`src/hw/rtl/cfrt_pkg.sv`:
```
// ----------------------------------------------------------------------------
// cfrt_pkg
// Types and constants shared by the complex FIR filter with real taps
// ----------------------------------------------------------------------------
package cfrt_pkg;

  localparam int NUM_TAPS  = 8;
  localparam int TAP_REGS  = 8;
  localparam int CFG_IDX_W = 3;
  localparam int SMP_W     = 16;
  localparam int PROD_W    = 2 * SMP_W;
  localparam int ACC_W     = PROD_W + $clog2(NUM_TAPS) + 1;
  localparam int EXT_W     = ACC_W - PROD_W;
  localparam int FRAC_W    = SMP_W - 1;
  localparam int RND_W     = ACC_W + 1;
  localparam int QUO_W     = RND_W - FRAC_W;

  localparam logic signed [SMP_W-1:0] TAP0_RST = 16'sh7fff;

  typedef struct packed {
    logic signed [SMP_W-1:0] sample_re;
    logic signed [SMP_W-1:0] sample_im;
  } sample_t;

  typedef struct packed {
    logic signed [SMP_W-1:0] out_re;
    logic signed [SMP_W-1:0] out_im;
  } result_t;

  typedef struct packed {
    logic signed [ACC_W-1:0] acc_re;
    logic signed [ACC_W-1:0] acc_im;
  } acc_pair_t;

  // partial sum handed from one cell to the next
  typedef struct packed {
    logic      vld;
    acc_pair_t sum;
  } link_t;

endpackage

```
`src/hw/rtl/cfrt_rnd_sat.sv`:
```
// ----------------------------------------------------------------------------
// cfrt_rnd_sat
// Rounds a Q.30 sum to nearest (ties up) and saturates it to Q1.15
// ----------------------------------------------------------------------------
module cfrt_rnd_sat (
  input  logic signed [cfrt_pkg::ACC_W-1:0]  acc,
  output logic signed [cfrt_pkg::SMP_W-1:0]  res
);

  logic [cfrt_pkg::RND_W-1:0] rnd;
  logic [cfrt_pkg::QUO_W-1:0] quo;
  logic                       ovf_hi;
  logic                       ovf_lo;

  always_comb begin
    rnd    = {acc[cfrt_pkg::ACC_W-1], acc}
           + (cfrt_pkg::RND_W'(1) << (cfrt_pkg::FRAC_W - 1));
    quo    = rnd[cfrt_pkg::RND_W-1:cfrt_pkg::FRAC_W];
    // value fits when the bits above the result all equal its sign
    ovf_hi = !quo[cfrt_pkg::QUO_W-1] && (|quo[cfrt_pkg::QUO_W-2:cfrt_pkg::SMP_W-1]);
    ovf_lo = quo[cfrt_pkg::QUO_W-1] && !(&quo[cfrt_pkg::QUO_W-2:cfrt_pkg::SMP_W-1]);
    priority if (ovf_hi) begin
      res = {1'b0, {(cfrt_pkg::SMP_W-1){1'b1}}};
    end else if (ovf_lo) begin
      res = {1'b1, {(cfrt_pkg::SMP_W-1){1'b0}}};
    end else begin
      res = quo[cfrt_pkg::SMP_W-1:0];
    end
  end

endmodule

```
`config.mk`:
```
export PLATFORM = sky130hd
export DESIGN_NAME = cfrt_rnd_sat
export DESIGN_NICKNAME = d
export VERILOG_FILES = /design/src/hw/rtl/cfrt_pkg.sv /design/src/hw/rtl/cfrt_rnd_sat.sv
export SDC_FILE = /design/constraint.sdc
export NUM_CORES = 1
export LEC_CHECK = 0
export BUFFER_PORTS_ARGS = -buffer_cell sky130_fd_sc_hd__clkbuf_2
export CORE_MARGIN = 2
export CORE_UTILIZATION = 45
export DETAILED_ROUTE_END_ITERATION = 10
export PLACE_DENSITY = 0.94
export SLEW_MARGIN = 0
export SYNTH_ARGS = -nofsm -noshare
export SYNTH_HDL_FRONTEND = slang
export SYNTH_SLANG_ARGS = --single-unit
```
`constraint.sdc`:
```
create_clock -name vclk -period 3.28
set_input_delay 0.328 -clock vclk [all_inputs]
set_output_delay 0.328 -clock vclk [all_outputs]
set_load 0.05 [all_outputs]
```
[Word-level counts from Yosys, hierarchy flattened]
Index checks and enable logic that the tools add are counted.
Storage, ports and cells
  input port bits: 36
  bits in registers: 0
  output and inout port bits: 16
  memories kept: 0
  word-level logic and storage cells: 9
  latch bits: 0
  bits in read-only memories: 0
  memory bits (writable): 0
Cells by class
  multiplexer cells: 2
  reduce and logical (&&, ||, !) cells: 6
  eq/ne operators: 0
  bitwise operators: 0
  order comparisons: 0
  shifts and indexed selects: 0
  $add $sub $neg: 1
  div/mod/pow operators: 0
  multipliers: 0
Operator list (number)
  adder 36 x 16 -> 37 bit (second input constant): 1
  2-to-1 mux 16 bit: 2
  AND reduction 6 bit: 1
  OR reduction 6 bit: 1
  logical AND 1 bit: 2
  logical NOT 1 bit: 2

[Logic depth before layout (Yosys ltp)]
  depth after elaboration: 6
  depth in mapped cells: 8
  gate-level depth less buffers: 7

[Worst setup path after synthesis]
OpenSTA, ideal clock, no wires.
  kind: input-to-output
  start point: input acc[14] (netlist bit)
  end point: output res[14] (netlist bit)
  buffers on the path: 0
  setup slack: -0.184 ns
  cell stages on the path: 7
  arrival: 3.136 ns
  path through: ha_1 > nand3_1 > nor4_1 > a21boi_0 > inv_2 > a21oi_1 > a211oi_1
On the way
  cells in the longest elaborated chain, start to end: 6
  elaborated cells on any way between the ends: 9
  classes of those cells: 1 x add/sub; 2 x mux; 6 x reduce/logical
RTL lines
  start, declared: RTL line cfrt_rnd_sat.sv:6  | input logic signed [cfrt_pkg::ACC_W-1:0] acc,
  adder 36 x 16 -> 37 bit *: RTL line cfrt_rnd_sat.sv:17  | + (cfrt_pkg::RND_W'(1) << (cfrt_pkg::FRAC_W - 1));
  AND reduction 6 bit: RTL line cfrt_rnd_sat.sv:21  | ovf_lo = quo[cfrt_pkg::QUO_W-1] && !(&quo[cfrt_pkg::QUO_W-2:cfrt_pkg::SMP_W-1]);
  logical NOT 1 bit: RTL line cfrt_rnd_sat.sv:21
  logical AND 1 bit: RTL line cfrt_rnd_sat.sv:21
  2-to-1 mux 16 bit: RTL line cfrt_rnd_sat.sv:24  | end else if (ovf_lo) begin
  2-to-1 mux 16 bit *: RTL line cfrt_rnd_sat.sv:22  | priority if (ovf_hi) begin
  end, declared: RTL line cfrt_rnd_sat.sv:7  | output logic signed [cfrt_pkg::SMP_W-1:0] res
Every way passes the cells marked *; elsewhere a longest branch is shown, timed or not.

[Worst setup path after layout]
  start point: input acc[15] (netlist bit)
  end point: output res[0] (netlist bit)
The elaborated chain is that of the path after synthesis.

==> results.py <==
metrics = {
    "critical_path": {
        "critPathMaxStageDelay_ns": 0.67,
        "worstPathCellList": "clkbuf_2 > ha_1 > nand3_1 > nor4_2 > a31oi_1 > o31ai_4 > a21oi_1 > clkbuf_2",
        "cpMostUsedCell": "clkbuf_2",
        "critPathKind": "input pin to output port",
        "slowest_stage": "o31ai_4",
        "start_kind": "input pin",
        "required_ns": 2.95,
        "cp-end-kind": "output port",
        "crit_fanout": 14,
        "cp.arrival_ns": 2.61,
    },
    "detailed_routing": {
        "wl_met3_um": 112,
        "ant_nets": 0,
        "drtPass1Iterations": 4,
        "wl_met1_um": 719,
        "routed.top_layer": "met3",
        "routed_wirelength_um": 1700,
        "dr_total_vias": 774,
        "drt-vias-per-instance": 5.69,
        "wl_per_cell_um": 12.5,
        "dr_wl_met2_um": 872,
        "drc": 0,
        "drtIter0Drc": 14,
    },
    "synthesis": {
        "syn-cell-area_um2": 664,
        "yosysTopAreaCell": "xnor2_1",
        "synthTopCellsByArea": "xnor2_1 16%, a21oi_2 13%, xor2_1 6.6%",
        "muxShareOfSynthArea_pct": 0,
        "yosysTopAreaCellShare_pct": 15.8,
        "synth_compound_area_share_pct": 34.3,
        "synth_top_family_by_area": "simple AND/OR/NAND/NOR gates",
        "yosysSeqAreaShare_pct": 0,
        "yosys_warnings": 0,
        "synth-adder-area-share_pct": 1.88,
        "synth_fp_nets": 122,
        "synth_xor_area_share_pct": 22.4,
        "synth_cell_types": 33,
        "postSynthAreaPerCell_um2": 7.82,
        "synthSimpleGateAreaFrac_pct": 35.2,
        "netlist_instances": 85,
    },
    "timing": {
        "tns_ns": 0,
        "final_hold_viol_count": 0,
        "max_freq_ghz": 0.341,
        "relSlewSlack_pct": 49.4,
        "tightest_slew_ns": 0.759,
        "setup_viol": 0,
        "report.final.slew_viol_count": 0,
        "whs_ns": 1.16,
        "rsz0062_at_grt": "false",
        "period_needed_ns": 2.93,
        "fin_crit_sh_pct": 89.4,
    },
    "floorplan": {
        "core-area_mm2": 0.00133,
        "start_util_pct": 49.8,
        "fp-row-count": 13,
        "ioPinCount": 52,
        "die_h_um": 42.4,
        "dieArea_mm2": 0.00180,
        "floorplan.die.width_um": 42.4,
    },
    "place": {
        "dp.cells": 136,
        "portBuffers": 38,
        "dpl.hpwl_um": 1460,
        "gp_congestion": 0.806,
    },
    "cells_and_area": {
        "clkbuf_count": 0,
        "nFlopsAndLatches": 0,
        "final_common_cell": "clkbuf_2",
        "layout_common_cells": "38 x clkbuf_2, 12 x xnor2_1, 10 x a21oi_2",
        "fin_cells": 136,
        "fin_util_pct": 64.2,
        "n_antenna_cell": 0,
        "fillers": 125,
        "finalNetCount": 160,
        "regArea_um2": 0,
        "drive_gt1_share_pct": 49.6,
        "syn_to_final_growth_pct": 28.8,
    },
    "power": {
        "pwr-share-clk_pct": 0,
        "power_switching_mw": 0.109,
        "irDropWorstVdd_v": 0.0000718,
        "pwr_density_cell_mw_per_mm2": 177,
        "power_frac_comb_pct": 100.0,
        "switching_share_pct": 72.1,
        "leakagePower_nw": 0.340,
        "seqPwrFrac_pct": 0,
        "internal_power_mw": 0.0423,
    },
    "status": {
        "status": "completed",
    },
    "clocking": {
        "ctsHoldBuffers": 0,
        "cts_resized": 0,
        "postCtsSetupRepairBufs": 0,
    },
    "global_routing": {
        "antenna_found_initial": 0,
        "grt_remaining_overflow": 0,
        "grt_util_all_layers_pct": 19.5,
        "grt_max_degree": 15,
        "grt_pass1_vias": 725,
        "grt_pass1_wl_um": 2970,
    },
    "job": {
        "drv_cap": 0,
    },
    "min_path": {
        "hp-class": "input pin to output port",
    },
}
## cells by family (layout without fill, tap and decap cells)
kind of cell               Yosys count  after routing
and+or+nand+nor                     34             34
AOI/OAI and AO/OA                   26             26
xor gates and xnor gates            17             17
buffers and inverters                7             43
adders and majority gates            1              1
## cell type report
class | instances | area [µm²] | share of cell area (%)
inverters | 5 | 18.8 | 2.19
multi-input cells | 78 | 628 | 73.4
well taps | 15 | 18.8 | 2.19
repair buffers | 38 | 190 | 22.2
## critical path, delay by kind of cell
family	cells	cell delay (ns)
buf+inv	2	0.37
fa+ha+maj	1	0.18
compound gates	3	1.09
simple gates	2	0.64
## per-layer routing
layer	global-route usage, %	vias to the layer above
met3	1.29	0
li1	-	390
met2	37.2	27
met5	0	-
met1	24.6	357
met4	1.25	0
## per-stage QoR
stage | power (mW) | instance area [µm²] | setup WS, ns
after floorplan | 0.109 | 669 | 0.0244
after global placement | 0.148 | 856 | 0.430
after detailed placement | 0.152 | 856 | 0.362
after CTS | 0.152 | 856 | 0.350
after global routing | 0.162 | 856 | 0.0823
final | 0.152 | 856 | 0.346
## synthesized netlist by cell type (2+ instances only)
master,n
a21oi_1,5
a21oi_2,10
buf_6,2
inv_1,4
nand2_1,7
nand3_1,4
nand4_1,3
nand4_4,2
nor2_1,7
nor4_1,3
xnor2_1,12
xor2_1,5
## power groups by stage
stage / clock, mW / combinational, mW / sequential (mW)
finish: 0 / 0.152 / 0
global route: 0 / 0.162 / 0
CTS: 0 / 0.152 / 0
detailed placement: 0 / 0.152 / 0
global placement: 0 / 0.148 / 0
floorplan: 0 / 0.109 / 0
## final timing paths
| path | slack [ns] | start | cells after the start | to |
|---|---|---|---|---|
| hold / removal | 1.16 | acc[35] | 3 | res[15] |
| setup / recovery | 0.35 | acc[15] | 8 | res[0] |
Power figures use the tool's default switching activity.
