### src/hw/rtl/cfrt_pkg.sv
// ----------------------------------------------------------------------------
// cfrt_pkg
// Types and constants shared by the complex FIR filter with real taps
// ----------------------------------------------------------------------------
package cfrt_pkg;

  localparam int NUM_TAPS  = 8;
  localparam int TAP_REGS  = 8;
  localparam int CFG_IDX_W = 3;
  localparam int SMP_W     = 16;
  localparam int PROD_W    = 2 * SMP_W;
  localparam int ACC_W     = PROD_W + $clog2(NUM_TAPS) + 1;
  localparam int EXT_W     = ACC_W - PROD_W;
  localparam int FRAC_W    = SMP_W - 1;
  localparam int RND_W     = ACC_W + 1;
  localparam int QUO_W     = RND_W - FRAC_W;

  localparam logic signed [SMP_W-1:0] TAP0_RST = 16'sh7fff;

  typedef struct packed {
    logic signed [SMP_W-1:0] sample_re;
    logic signed [SMP_W-1:0] sample_im;
  } sample_t;

  typedef struct packed {
    logic signed [SMP_W-1:0] out_re;
    logic signed [SMP_W-1:0] out_im;
  } result_t;

  typedef struct packed {
    logic signed [ACC_W-1:0] acc_re;
    logic signed [ACC_W-1:0] acc_im;
  } acc_pair_t;

  // partial sum handed from one cell to the next
  typedef struct packed {
    logic      vld;
    acc_pair_t sum;
  } link_t;

endpackage

### src/hw/rtl/cfrt_tap_cell.sv
// ----------------------------------------------------------------------------
// cfrt_tap_cell
// One tap of the delay line: holds a sample, weighs it, adds to the passing sum
// ----------------------------------------------------------------------------
module cfrt_tap_cell (
  input  logic                                clk,
  input  logic                                rst_n,
  input  logic                                shift_en,
  input  cfrt_pkg::sample_t                   smp_in,
  output cfrt_pkg::sample_t                   smp_out,
  input  logic signed [cfrt_pkg::SMP_W-1:0]   tap,
  input  cfrt_pkg::link_t                     link_in,
  output cfrt_pkg::link_t                     link_out
);

  cfrt_pkg::sample_t                   hist_r, hist_nxt;
  logic signed [cfrt_pkg::PROD_W-1:0]  prod_re_r, prod_re_nxt;
  logic signed [cfrt_pkg::PROD_W-1:0]  prod_im_r, prod_im_nxt;
  logic                                vld_r, vld_nxt;
  cfrt_pkg::acc_pair_t                 sum_r, sum_nxt;

  always_comb begin
    hist_nxt    = shift_en ? smp_in : hist_r;
    prod_re_nxt = hist_r.sample_re * tap;
    prod_im_nxt = hist_r.sample_im * tap;
    vld_nxt     = link_in.vld;
    sum_nxt     = sum_r;
    if (link_in.vld) begin
      sum_nxt.acc_re = link_in.sum.acc_re
                     + {{cfrt_pkg::EXT_W{prod_re_r[cfrt_pkg::PROD_W-1]}}, prod_re_r};
      sum_nxt.acc_im = link_in.sum.acc_im
                     + {{cfrt_pkg::EXT_W{prod_im_r[cfrt_pkg::PROD_W-1]}}, prod_im_r};
    end
  end

  always_ff @(posedge clk) begin
    if (!rst_n) begin
      hist_r <= '0;
      vld_r  <= 1'b0;
    end else begin
      hist_r <= hist_nxt;
      vld_r  <= vld_nxt;
    end
  end

  always_ff @(posedge clk) begin
    prod_re_r <= prod_re_nxt;
    prod_im_r <= prod_im_nxt;
    sum_r     <= sum_nxt;
  end

  assign smp_out      = hist_r;
  assign link_out.vld = vld_r;
  assign link_out.sum = sum_r;

endmodule

### config.mk
export PLATFORM = sky130hd
export DESIGN_NAME = cfrt_tap_cell
export DESIGN_NICKNAME = d
export VERILOG_FILES = /design/src/hw/rtl/cfrt_pkg.sv /design/src/hw/rtl/cfrt_tap_cell.sv
export SDC_FILE = /design/constraint.sdc
export NUM_CORES = 2
export LEC_CHECK = 0
export ABC_AREA = 1
export ABC_CLOCK_PERIOD_IN_PS = 13300
export BUFFER_PORTS_ARGS = -buffer_cell sky130_fd_sc_hd__clkbuf_2
export CORE_ASPECT_RATIO = 0.75
export CORE_MARGIN = 8
export CORE_UTILIZATION = 35
export CTS_CLUSTER_SIZE = 24
export DETAILED_ROUTE_END_ITERATION = 6
export PLACE_DENSITY_LB_ADDON = 0.08
export SYNTH_ARGS = -nofsm -noshare
export SYNTH_HDL_FRONTEND = slang
export SYNTH_SLANG_ARGS = --single-unit
### constraint.sdc
create_clock -name clk -period 13.3 [get_ports clk]
set_input_delay 0.665 -clock clk [delete_from_list [all_inputs] [get_ports clk]]
set_output_delay 0.665 -clock clk [all_outputs]
set_load 0.1 [all_outputs]
[After elaboration in Yosys (flattened, before gate mapping)]
Cells that the tools add are included.
Cells by class
  $add $sub $neg: 2
  multiply operators: 2
  divide/modulo/power cells: 0
  order comparisons: 0
  equality and inequality tests: 0
  shifts and indexed selects: 0
  multiplexer cells: 0
  bitwise logic cells: 0
  reductions and logical operators: 0
Operators by type and width (count)
  $add A36 B36 Y36: 2
  $mul A16 B16 Y32: 2
Storage, ports and cells
  bits in registers: 169
  bits in latches: 0
  RAM bits: 0
  memory bits (read-only): 0
  input bits: 124
  word-level logic and storage cells: 11
  memories kept: 0

[Longest topological paths before layout]
  depth in word-level cells: 1
  depth in mapped cells: 26
  depth with buffers taken out: 24

[Least setup slack after synthesis]
OpenSTA, ideal clock, no wires.
  path type: reg-to-reg
  start: reg hist_r (netlist bit smp_out[31])
  end: reg prod_re_r[31] in the netlist's numbering
  arrival time: 6.181 ns
  required time: 13.187 ns
  path slack: 7.006 ns
  stages on the path, launching flop included: 23
  path buffers: 2
  clock period less this slack: 6.294 ns
  path through: dfxtp_1 > clkbuf_1 > clkbuf_1 > nand2_1 > inv_1 > fa_1 > fa_1 > fa_1 > fa_1 > inv_1 > fa_1 > fa_1 > inv_1 > ha_1 > inv_1 > nor3_1 > nand2_1 > nor3_1 > nand2_1 > inv_1 > nor2_1 > nand2_1 > nand2_1
Between the ends
  cells in the longest elaborated chain, start to end: 1
RTL lines
  from (decl): line cfrt_tap_cell.sv:16  | cfrt_pkg::sample_t hist_r, hist_nxt;
  from (signal assigned): line cfrt_tap_cell.sv:41  | hist_r <= hist_nxt;
  $mul A16 B16 Y32: line cfrt_tap_cell.sv:24  | prod_re_nxt = hist_r.sample_re * tap;
  via prod_re_nxt (one bit): line cfrt_tap_cell.sv:17  | logic signed [cfrt_pkg::PROD_W-1:0] prod_re_r, prod_re_nxt;
  to (signal assigned): line cfrt_tap_cell.sv:47  | prod_re_r <= prod_re_nxt;
  to (decl): line cfrt_tap_cell.sv:17
The timed path passes the listed nets, and every way through them passes these cells.
A chain may end at the register's enable or synchronous reset.

[Worst setup path in the final report]
  start: reg hist_r (netlist bit smp_out[15])
  end: reg prod_im_r[24] in the netlist's numbering
Between the ends
  cells in the longest elaborated chain, start to end: 1
RTL lines
  $mul A16 B16 Y32: line cfrt_tap_cell.sv:25  | prod_im_nxt = hist_r.sample_im * tap;
  via prod_im_nxt (one bit): line cfrt_tap_cell.sv:18  | logic signed [cfrt_pkg::PROD_W-1:0] prod_im_r, prod_im_nxt;
  to (signal assigned): line cfrt_tap_cell.sv:48  | prod_im_r <= prod_im_nxt;
  to (decl): line cfrt_tap_cell.sv:18
The timed path passes the listed nets, and every way through them passes these cells.

==> reports/qor.txt <==
CTS
-------------------------------------------------------------------------------------------
Cell chosen for the clock root                                                 sky130_fd_sc_hd__clkbuf_16
Post-CTS Hold Buffers                                                                     0
Postcts setup bufs                                                                        0
Post-cts sizing count                                                                     0
H-tree levels                                                                             4
Clock transition at path regs                                                       0.10 ns
Clock tree from TritonCTS                                                             built
Clock buffers created by TritonCTS                                                       17
CTS max path bufs                                                                         2
Sinks on the clock net                                                                  169
Clock insertion delay at the later pin of the skew report                           0.51 ns

ROUTING
-------------------------------------------------------------------------------------------
Number of iterations in the first detailed-routing pass                                   5
Total via count in the routed design                                                  25471
Final routed DRC violation total                                                          0
WL per Instance                                                                     17.0 um
Residual antenna-violating net count after detailed routing                               0
DRT Wirelength                                                                     94400 um
Post-detailed-route via-to-cell ratio                                                  4.60
Number of design-rule violations left by the first detailed-router iteration           1716

OUTCOME
-------------------------------------------------------------------------------------------
Status                                                                         finished, final reports clean

WORST SETUP PATH
-------------------------------------------------------------------------------------------
Worst R2R Start                                                                smp_out[15]$_SDFFE_PN0P_
Critical Path RT                                                                   13.69 ns
Nature of the critical path endpoint                                              flip-flop
Startpoint kind of the worst setup timing path                                    flip-flop
Critical path start-end classification                                              reg2reg
Worst r2r dst                                                                  prod_im_r[24]$_DFF_P_
R2R cell count                                                                           19
Source of the critical timing path                                             smp_out[15]$_SDFFE_PN0P_
Worst reg-to-reg setup slack                                                        7.01 ns
Worst-path fanout max                                                                    18
Arrival time of data at the critical path endpoint                                  6.68 ns

DIE
-------------------------------------------------------------------------------------------
Starting Density                                                                      0.351
Top-level I/O count                                                                     229
Die area                                                                        0.0991 mm^2
Total core area                                                                 0.0890 mm^2
DIE HEIGHT                                                                           275 um
Die width                                                                            361 um
Row Count                                                                                95

FINISH
-------------------------------------------------------------------------------------------
Proportion of layout cells with a drive suffix above 1                               0.0729
Number of standard cells in the layout, taps in and fillers out                        5539
Top library cells by usage in the layout, fill and taps aside                  1192 x sky130_fd_sc_hd__nand2_1, 1132 x sky130_fd_sc_hd__inv_1, 526 x sky130_fd_sc_hd__fa_1
Post-synthesis to final-layout area growth                                            9.27%
Final net count                                                                        5244
Most common cell after layout, fill and taps aside                             sky130_fd_sc_hd__nand2_1

WORST HOLD PATH
-------------------------------------------------------------------------------------------
Hold WC Path Type                                                                    in2reg
Worst hold start                                                                  smp_in[2]
Worst-case hold path end point                                                 smp_out[2]$_SDFFE_PN0P_
Worst hold path stage count                                                               3

TIMING
-------------------------------------------------------------------------------------------
Number of endpoints failing setup at the final stage                                      0
Unrepaired setup endpoints after global routing                                       false
Final critical delay including setup and external delays                            6.29 ns
Achievable clock frequency                                                          159 MHz
Count of final max-slew check failures                                                    0
Slew Limit Headroom                                                                   0.296
Worst Clk Skew                                                                    0.0282 ns
Total negative slack                                                                   0 ns
Final period util                                                                     0.473
Hold violation total from the final report                                                0
Measured slew at the worst slew-check pin                                           1.06 ns

GLOBAL ROUTE
-------------------------------------------------------------------------------------------
Number of antenna violations at the first check in global routing                         5
Remaining global-route overflow                                                           0
Via count of the first global-routing pass                                            25736
Aggregate global-route resource usage                                                 0.193
Maximum number of pins on one net before global-route repair                             59
Global-route wire length before repair                                            150000 um

PLACE
-------------------------------------------------------------------------------------------
Final weighted congestion of routability-driven global placement                      0.885
Number of buffer cells added on primary ports                                           228
Detail Placement HPWL                                                              79600 um
Placed cell count                                                                      5505

LOGIC SYNTHESIS
-------------------------------------------------------------------------------------------
Post-Synthesis Net Count                                                               5103
Async SR Flop Fraction                                                                    0
Avg Inst Size Synth                                                               7.40 um^2
EDFF count, synth                                                                        72
Area of the mapped netlist                                                      0.0312 mm^2
Prevailing post-synth register cell                                            sky130_fd_sc_hd__dfxtp_1
Count of mapped cells out of synthesis                                                 4219
Yosys Warn Count                                                                          0
Number of synthesized register bits                                                     169
Portion of the post-synthesis area used by sequential elements                        0.131
Netlist cell types                                                                       37

RUN
-------------------------------------------------------------------------------------------
Max-cap viol count                                                                        0

critical path, cell delays in order (launching register included):
cell	delay, ns
sky130_fd_sc_hd__dfxtp_1	0.89
sky130_fd_sc_hd__nand2_1	0.21
sky130_fd_sc_hd__inv_1	0.18
sky130_fd_sc_hd__fa_1	0.54
sky130_fd_sc_hd__fa_1	0.91
sky130_fd_sc_hd__fa_1	0.53
sky130_fd_sc_hd__fa_1	0.51
sky130_fd_sc_hd__fa_1	0.49
sky130_fd_sc_hd__inv_1	0.05
sky130_fd_sc_hd__fa_1	0.47
sky130_fd_sc_hd__inv_1	0.04
sky130_fd_sc_hd__ha_1	0.37
sky130_fd_sc_hd__nand2_1	0.13
sky130_fd_sc_hd__nor2_1	0.26
sky130_fd_sc_hd__nand2_1	0.10
sky130_fd_sc_hd__clkinv_1	0.07
sky130_fd_sc_hd__nand3_1	0.05
sky130_fd_sc_hd__or2_1	0.24
sky130_fd_sc_hd__nand4_1	0.08
sky130_fd_sc_hd__nand2_1	0.06
metrics by stage:
step	area [um^2]	worst slack, ns	hold slack, ns	util
final	34100	7.01	0.378	0.383
after global routing	34100	6.57	0.372	0.383
after CTS	34100	6.96	0.335	0.383
after detailed placement	33500	6.53	0.507	0.376
after global placement	33500	6.53	0.512	0.376
after floorplan	31200	7.01	0.496	-
state kept, by name, indices dropped and copies added (netlist names):
name       count
prod_re_r     32
link_out      72
prod_im_r     32
smp_out       32
vld_r          1
synth_stat cells (18+ instances only):
cell type / number / area [um^2]
sky130_fd_sc_hd__nand2_1: 1192 / 4470
sky130_fd_sc_hd__inv_1: 1133 / 4250
sky130_fd_sc_hd__fa_1: 526 / 10500
sky130_fd_sc_hd__nor2_1: 269 / 1010
sky130_fd_sc_hd__ha_1: 234 / 2930
sky130_fd_sc_hd__nand3_1: 133 / 666
sky130_fd_sc_hd__clkbuf_1: 120 / 450
sky130_fd_sc_hd__a21oi_1: 113 / 566
sky130_fd_sc_hd__dfxtp_1: 97 / 1940
sky130_fd_sc_hd__o21ai_0: 84 / 420
sky130_fd_sc_hd__edfxtp_1: 72 / 2160
sky130_fd_sc_hd__xor2_1: 70 / 613
sky130_fd_sc_hd__nand4_1: 36 / 225
sky130_fd_sc_hd__nor3_1: 29 / 145
sky130_fd_sc_hd__o21bai_1: 19 / 143
sky130_fd_sc_hd__xnor2_1: 18 / 158
cells by family (layout without fill, tap and decap cells):
logic type	count (synthesis)	in the layout	synth area share
AND/OR/NAND/NOR	1710	1710	0.221
buffers and inverters	1259	1413	0.152
adder cells (fa/ha/maj)	760	760	0.431
AO/OA/AOI/OAI	233	233	0.0402
flip-flops	169	169	0.131
XOR/XNOR	88	88	0.0247
other	0	2	0
per-layer routing:
metal  part of all wire  vias up  wire (um)  GRT usage
li1                   -    12565          -          -
met1               0.57    12210      53600      0.325
met2               0.36      662      34100      0.254
met3              0.065       32       6100     0.0346
met4             0.0063        2        593     0.0231
met5            0.00013        -         12          0
worst max-delay path by stage:
stage                                  to  slack (ns)  cells after the start
global placement    prod_im_r[24]$_DFF_P_        6.53                     20
global route        prod_im_r[24]$_DFF_P_        6.57                     20
finish              prod_im_r[24]$_DFF_P_        7.01                     19
floorplan           prod_re_r[31]$_DFF_P_        7.01                     22
CTS                 prod_im_r[24]$_DFF_P_        6.96                     19
detailed placement  prod_im_r[24]$_DFF_P_        6.53                     20
cell type report:
| cell class | count | area (um^2) |
|---|---|---|
| fill | 9573 | 54900 |
| multi-input combinational | 2791 | 22400 |
| inverter | 1137 | 4270 |
| sequential | 169 | 4100 |
| tap | 1164 | 1460 |
| timing repair buffer | 244 | 1260 |
| clock buffer | 17 | 425 |
| clock inverter | 15 | 205 |
| antenna | 2 | 5.00 |
Power is not shown: default switching activity piles up to over one toggle a cycle in this logic, so the estimate is an artifact.
